`src/design/qvr_pkg.sv`:
```
// Shared types and constants for the quaternion vector rotation block.
package qvr_pkg;

	localparam int DATA_WIDTH_DEF     = 16;
	localparam int QUAT_FRAC_BITS_DEF = 14;

	localparam int QUAT_W    = 16;             // quaternion register width
	localparam int PROD_W    = 2 * QUAT_W;     // one quaternion product
	localparam int MAT_W     = 2 * QUAT_W + 2; // rotation matrix entry
	localparam int LO_W      = 16;             // low slice of a coordinate
	localparam int CFG_IDX_W = 2;
	localparam int MAT_LAT   = 2;              // cycles to rebuild the matrix
	localparam int BUSY_W    = $clog2(MAT_LAT + 1);

	typedef enum logic [CFG_IDX_W-1:0] {
		REG_QUAT_W,
		REG_QUAT_X,
		REG_QUAT_Y,
		REG_QUAT_Z
	} cfg_reg_t;

	typedef struct packed {
		logic signed [QUAT_W-1:0] w;
		logic signed [QUAT_W-1:0] x;
		logic signed [QUAT_W-1:0] y;
		logic signed [QUAT_W-1:0] z;
	} quat_t;

	typedef logic signed [MAT_W-1:0] mat_elem_t;

	// load enables of the per-row datapath stages
	typedef struct packed {
		logic s2;
		logic s3;
		logic s4;
	} pipe_en_t;

	// coordinates are sign extended to at least one bit above the low slice
	function automatic int vec_w(input int dw);
		return (dw > LO_W) ? dw : LO_W + 1;
	endfunction

endpackage

```
`src/design/qvr_row.sv`:
```
// One output coordinate: matrix row times vector, rounding and saturation.
module qvr_row #(
	parameter int DATA_WIDTH     = qvr_pkg::DATA_WIDTH_DEF,
	parameter int QUAT_FRAC_BITS = qvr_pkg::QUAT_FRAC_BITS_DEF
) (
	input  logic                   clk,
	input  qvr_pkg::pipe_en_t      en,
	input  qvr_pkg::mat_elem_t     r [3],
	input  logic [qvr_pkg::LO_W-1:0] v_lo [3],
	input  logic signed [qvr_pkg::vec_w(DATA_WIDTH)-qvr_pkg::LO_W-1:0] v_hi [3],
	output logic signed [DATA_WIDTH-1:0] rot,
	output logic                   clip
);
	import qvr_pkg::*;

	localparam int VEC_W = vec_w(DATA_WIDTH);
	localparam int HI_W  = VEC_W - LO_W;
	localparam int SHIFT = 2 * QUAT_FRAC_BITS;
	localparam int PL_W  = MAT_W + LO_W + 1;
	localparam int PH_W  = MAT_W + HI_W;
	localparam int LS_W  = ((PL_W + 2 > SHIFT + 1) ? PL_W + 2 : SHIFT + 1) + 1;
	localparam int HS_W  = PH_W + 2;
	localparam int TW    = ((HS_W + LO_W > LS_W) ? HS_W + LO_W : LS_W) + 1;

	localparam logic signed [LS_W-1:0] HALF = LS_W'(1) <<< (SHIFT - 1);
	localparam logic signed [TW-1:0]   MAXV = (TW'(1) <<< (DATA_WIDTH - 1)) - TW'(1);
	localparam logic signed [TW-1:0]   MINV = ~MAXV;

	logic signed [PL_W-1:0] p_lo_s2 [3];
	logic signed [PH_W-1:0] p_hi_s2 [3];
	logic signed [LS_W-1:0] lo_sum_s3;
	logic signed [HS_W-1:0] hi_sum_s3;
	logic signed [DATA_WIDTH-1:0] rot_s4;
	logic                   clip_s4;

	logic signed [TW-1:0] total;
	logic signed [TW-1:0] scaled;
	logic signed [DATA_WIDTH-1:0] sat_val;
	logic                   sat_hit;

	always_ff @(posedge clk) begin
		if (en.s2) begin
			for (int j = 0; j < 3; j++) begin
				p_lo_s2[j] <= PL_W'(r[j]) * PL_W'($signed({1'b0, v_lo[j]}));
				p_hi_s2[j] <= PH_W'(r[j]) * PH_W'(v_hi[j]);
			end
		end
	end

	// rounding offset rides with the low partial sums
	always_ff @(posedge clk) begin
		if (en.s3) begin
			lo_sum_s3 <= LS_W'(p_lo_s2[0]) + LS_W'(p_lo_s2[1]) + LS_W'(p_lo_s2[2]) + HALF;
			hi_sum_s3 <= HS_W'(p_hi_s2[0]) + HS_W'(p_hi_s2[1]) + HS_W'(p_hi_s2[2]);
		end
	end

	always_comb begin
		total  = (TW'(hi_sum_s3) <<< LO_W) + TW'(lo_sum_s3);
		scaled = total >>> SHIFT;
		if (scaled > MAXV) begin
			sat_val = MAXV[DATA_WIDTH-1:0];
			sat_hit = 1'b1;
		end else if (scaled < MINV) begin
			sat_val = MINV[DATA_WIDTH-1:0];
			sat_hit = 1'b1;
		end else begin
			sat_val = scaled[DATA_WIDTH-1:0];
			sat_hit = 1'b0;
		end
	end

	always_ff @(posedge clk) begin
		if (en.s4) begin
			rot_s4  <= sat_val;
			clip_s4 <= sat_hit;
		end
	end

	assign rot  = rot_s4;
	assign clip = clip_s4;

endmodule

```
`config.mk`:
```
export PLATFORM = sky130hd
export DESIGN_NAME = qvr_row
export DESIGN_NICKNAME = d
export VERILOG_FILES = /design/src/design/qvr_pkg.sv /design/src/design/qvr_row.sv
export SDC_FILE = /design/constraint.sdc
export NUM_CORES = 2
export LEC_CHECK = 0
export BUFFER_PORTS_ARGS = -buffer_cell sky130_fd_sc_hd__buf_2
export CORE_ASPECT_RATIO = 0.5
export CORE_UTILIZATION = 50
export CTS_CLUSTER_DIAMETER = 80
export DETAILED_ROUTE_END_ITERATION = 10
export GPL_TIMING_DRIVEN = 0
export PLACE_DENSITY_LB_ADDON = 0.2
export SLEW_MARGIN = 20
export SYNTH_ARGS = -nofsm -noshare
export SYNTH_HDL_FRONTEND = slang
export SYNTH_SLANG_ARGS = --single-unit
```
`constraint.sdc`:
```
create_clock -name clk -period 20.6 [get_ports clk]
set_input_delay 3.09 -clock clk [delete_from_list [all_inputs] [get_ports clk]]
set_output_delay 3.09 -clock clk [all_outputs]
set_load 0.05 [all_outputs]
```
After elaboration in Yosys (flattened, before gate mapping)
Memories as Yosys holds them, arrays and structs flattened.
Index checks and enable logic that the tools add are counted.
Operators by class
  $add $sub $neg: 6
  multipliers: 6
  order comparisons: 2
  mux-type cells: 4
Operators by type and width (count)
  34-bit by 17-bit multiplier with 51-bit output: 3
  34-bit by 1-bit multiplier with 35-bit output: 3
  53-bit by 54-bit adder with 55-bit output: 1
  53-bit by 29-bit adder with 54-bit output (second input constant): 1
  52-bit by 51-bit adder with 53-bit output: 1
  51-bit by 51-bit adder with 52-bit output: 1
  36-bit by 35-bit adder with 37-bit output: 1
  35-bit by 35-bit adder with 36-bit output: 1
  27-bit by 16-bit > comparator with 1-bit output (second input constant): 1
  27-bit by 16-bit less-than comparator with 1-bit output (second input constant): 1
  16-bit two-way mux: 1
  1-bit two-way mux: 3
Storage, ports and cells
  register bits: 108
  bits in writable memories: 258
  bits of input ports: 157
  output and inout bits: 17
  word-level logic and storage cells: 24
  memories kept: 2
Memories
  p_lo_s2: words 3, width 51, rd ports 3, clocked after memory_dff 0, wr ports 3, RTL line qvr_row.sv:29  | logic signed [PL_W-1:0] p_lo_s2 [3];
  p_hi_s2: words 3, width 35, rd ports 3, clocked after memory_dff 0, wr ports 3, RTL line qvr_row.sv:30  | logic signed [PH_W-1:0] p_hi_s2 [3];

Logic depth before layout (Yosys ltp)
  depth in word-level cells: 3
  gate-level depth with buffers: 27
  mapped depth without buffers: 25

Worst setup path before layout
No wires, ideal clock.
  path kind: input -> register
  from: input r[45] (netlist bit)
  to: memory p_lo_s2[0][101] (netlist bit), data pin
  arrival: 9.372 ns
  required time: 20.341 ns
  slack: 10.969 ns
  cell stages on the path: 24
  cell sequence: clkbuf_1 -> clkbuf_1 -> nand2_1 -> fa_1 -> fa_1 -> fa_1 -> inv_1 -> fa_1 -> fa_1 -> inv_1 -> fa_1 -> inv_1 -> ha_1 -> o21a_1 -> o21ai_0 -> a2111oi_0 -> o21ai_1 -> a2111oi_0 -> nor2_1 -> a21oi_1 -> o221ai_1 -> o21bai_1 -> nor4_1 -> a211o_1
RTL lines
  from (decl): RTL line qvr_row.sv:8  | input qvr_pkg::mat_elem_t r [3],
  to (decl): RTL line qvr_row.sv:29

==> flow_summary.toml <==
[outcome]
status = "finished, final reports clean"

[cts]
path_clk_slew_ns = 0.06
numCtsBuffers = 44
cts_sinks = 350
cts_tree = "built"
clock_latency_ns = 0.59
postCtsHoldBufs = 0
clock-root-buffer = "clkbuf_16"
clockBufferDepth = 3
postCtsResizedCells = 0
cts_setup_buffers = 0
cts_max_level = 2

[layout]
fin_util_pct = 53.7
area_growth_pct = 6.10
drive_gt1_share_pct = 2.34
fin_area_sq_um = 82000
fin_nets = 10600
fillerInstances = 14000

[routing]
wl_met2_mm = 97.2
drc = 0
wire_per_inst_um = 22.3
dr.pass1.iters = 6
postRouteAntennaNets = 0
dr_wl_met3_mm = 26.2
vias_per_cell = 5.40
drt_iter0_markers = 4808
num_vias = 56100
top_layer = "met5"
wl_mm = 231
m1WireLength_mm = 99.8

[sta]
slew_headroom_pct = 20.4
finalCriticalPeriod_ns = 11.55
finClkSkew_ns = 0.0251
tightest_slew_ns = 1.18
report.final.slew_viol_count = 0
finalSetupViolCount = 0
timing.hold.ws_ns = 0.750
fmax_mhz = 86.6
period_share_pct = 56.1
fin_tns_setup_ns = 0
hold_viol_final = 0
rsz0062_at_grt = "no"

[worst_setup_path]
path_buf_inv = 6
worstPathCellList = "clkbuf_1 > clkbuf_1 > nand2_1 > fa_1 > fa_1 > fa_1 > inv_1 > fa_1 > fa_1 > inv_1 > fa_1 > inv_1 > ha_1 > clkbuf_1 > nand3_1 > nor2_1 > a31oi_1 > a311oi_1 > o21ai_1 > a21oi_1 > a311o_1 > a211o_1 > nor4_1 > nor3_1"
reg2regPathDepth = 14
crit_top_cell = "fa_1"
cp_top_family = "adder cells"
slowest_delay_ns = 0.78
crit_type = "in2reg"
endpoint_kind = "flip-flop"
cp.required_ns = 20.86
cp.arrival_ns = 11.80
r2r-end = "lo_sum_s3[34]$_DFFE_PP_"
cpMaxStageDelayCell = "a311oi_1"
path_max_fanout = 10
r2r_setup_slack_ns = 15.02
r2r-start = "p_lo_s2[0][11]$_DFFE_PP_"
start_kind = "input pin"

[die]
design.die.area_sq_um = 156000
start_util_pct = 50.6
die_x_um = 558
num_rows = 101
die_y_um = 280
core-area_sq_um = 153000
io-pin-count = 174

[yosys]
synthCells = 8135
yosys_warnings = 0
syn_avg_cell_area_sq_um = 9.50
seq_area_frac_synth_pct = 13.6
syn_area_sq_um = 77200
ys_ff_latch = 350
synth_nets = 10500
synth_edf_count = 350
async_reset_ff_share_pct = 0
yosysUniqueCellTypes = 85
ys.flop_type = "edfxtp_1"

[global_routing]
grt_max_degree = 102
track_usage_pct = 30.7
antenna_found_initial = 40
grt-ovfl-total = 0
grt_pass1_vias = 57300
grt_pass1_wl_mm = 354

[place]
dpl.hpwl_mm = 194
postPlaceCellArea_sq_um = 80400
io_buffers = 87
place_congestion = 0.977

[flow_run]
max_cap_viol_count = 0

[min_path]
min_path_type = "reg2reg"
holdPathStages = 2
worstHoldStart = "p_hi_s2[0][1]$_DFFE_PP_"
min_to = "hi_sum_s3[1]$_DFFE_PP_"
worst reg2reg max path, cell delays in order (launching register included):
cell and delay [ns]:
edfxtp_1 0.39, fa_1 0.49, ha_1 0.30, ha_1 0.31
and4_1 0.21, nor2b_1 0.14, a2111oi_0 0.66, a21oi_1 0.31
o31ai_1 1.03, a21boi_1 0.38, a221o_1 0.46, and2_1 0.18
o21a_1 0.19, nor2_1 0.11, xnor2_1 0.12
cells by family after synthesis:
kind of cell | Yosys count | synth area share (%)
AO/OA/AOI/OAI | 717 | 6.05
flip-flops | 350 | 13.6
AND/OR/NAND/NOR | 2311 | 14.6
multiplexers | 1 | 0.0130
adder cells (fa/ha/maj) | 2176 | 51.2
buffers and inverters | 2272 | 11.1
XOR/XNOR | 308 | 3.49
layout make-up:
| type | instances | area, sq um | share of cell area, % |
|---|---|---|---|
| antenna | 14 | 35.0 | 0.0427 |
| buffer | 398 | 1510 | 1.84 |
| clock buffer | 52 | 1150 | 1.41 |
| clock inverter | 28 | 408 | 0.498 |
| inverter | 1874 | 7030 | 8.58 |
| multi-input combinational | 5513 | 58200 | 71.0 |
| sequential | 350 | 10500 | 12.8 |
| tap | 2060 | 2580 | 3.14 |
| timing repair buffer | 90 | 531 | 0.647 |
through the flow:
stage                     cells  worst slack, ns
final                     10400             9.05
after global routing      10400             8.92
after CTS                 10400             9.29
after detailed placement  10300             8.69
after global placement    10300             8.74
after floorplan            8135            10.97
cells in the final DEF, fill, tap and decap left out, types with 53 or more instances in the layout:
cell,count
a21o_1,131
a21oi_1,211
and2_1,651
buf_2,87
clkbuf_1,395
edfxtp_1,350
fa_1,1637
ha_1,539
inv_1,1873
nand2_1,1130
nand2b_1,61
nor2_1,162
o21a_1,53
o21ai_0,108
xnor2_1,226
xor2_1,81
cells in the mapped netlist (108+ instances only):
cell type  count  area share (%)
nand2_1     1130             5.5
clkbuf_1     388             1.9
xnor2_1      227             2.6
edfxtp_1     350              14
and2_1       651             5.3
fa_1        1637              42
a21oi_1      211             1.4
a21o_1       131             1.3
ha_1         539             8.7
o21ai_0      108            0.70
nor2_1       162            0.79
inv_1       1873             9.1
flip-flops by register name (all words and copies together) (netlist names):
| name | flops |
|---|---|
| lo_sum_s3 | 38 |
| rot | 16 |
| clip | 1 |
| p_lo_s2 | 153 |
| p_hi_s2 | 105 |
| hi_sum_s3 | 37 |
routing by layer:
metal / track usage [%] / vias to the layer above
met5: 0 / -
met4: 9.25 / 16
met3: 7.74 / 433
met2: 45.1 / 2485
met1: 44.5 / 28400
li1: - / 24800
worst max path at each step:
stage / startpoint / slack (ns) / end / depth (start not counted)
floorplan: r[45] / 10.97 / p_lo_s2[0][101]$_DFFE_PP_ / 24
global placement: r[73] / 8.74 / p_lo_s2[0][50]$_DFFE_PP_ / 27
detailed placement: v_lo[36] / 8.69 / p_lo_s2[0][50]$_DFFE_PP_ / 24
CTS: v_lo[36] / 9.29 / p_lo_s2[0][50]$_DFFE_PP_ / 24
global route: r[44] / 8.92 / p_lo_s2[0][101]$_DFFE_PP_ / 25
finish: v_lo[36] / 9.05 / p_lo_s2[0][50]$_DFFE_PP_ / 24
Power is left out: the tool's default activity adds up to more than one toggle a clock period on the data nets, which glitch-free logic cannot reach.
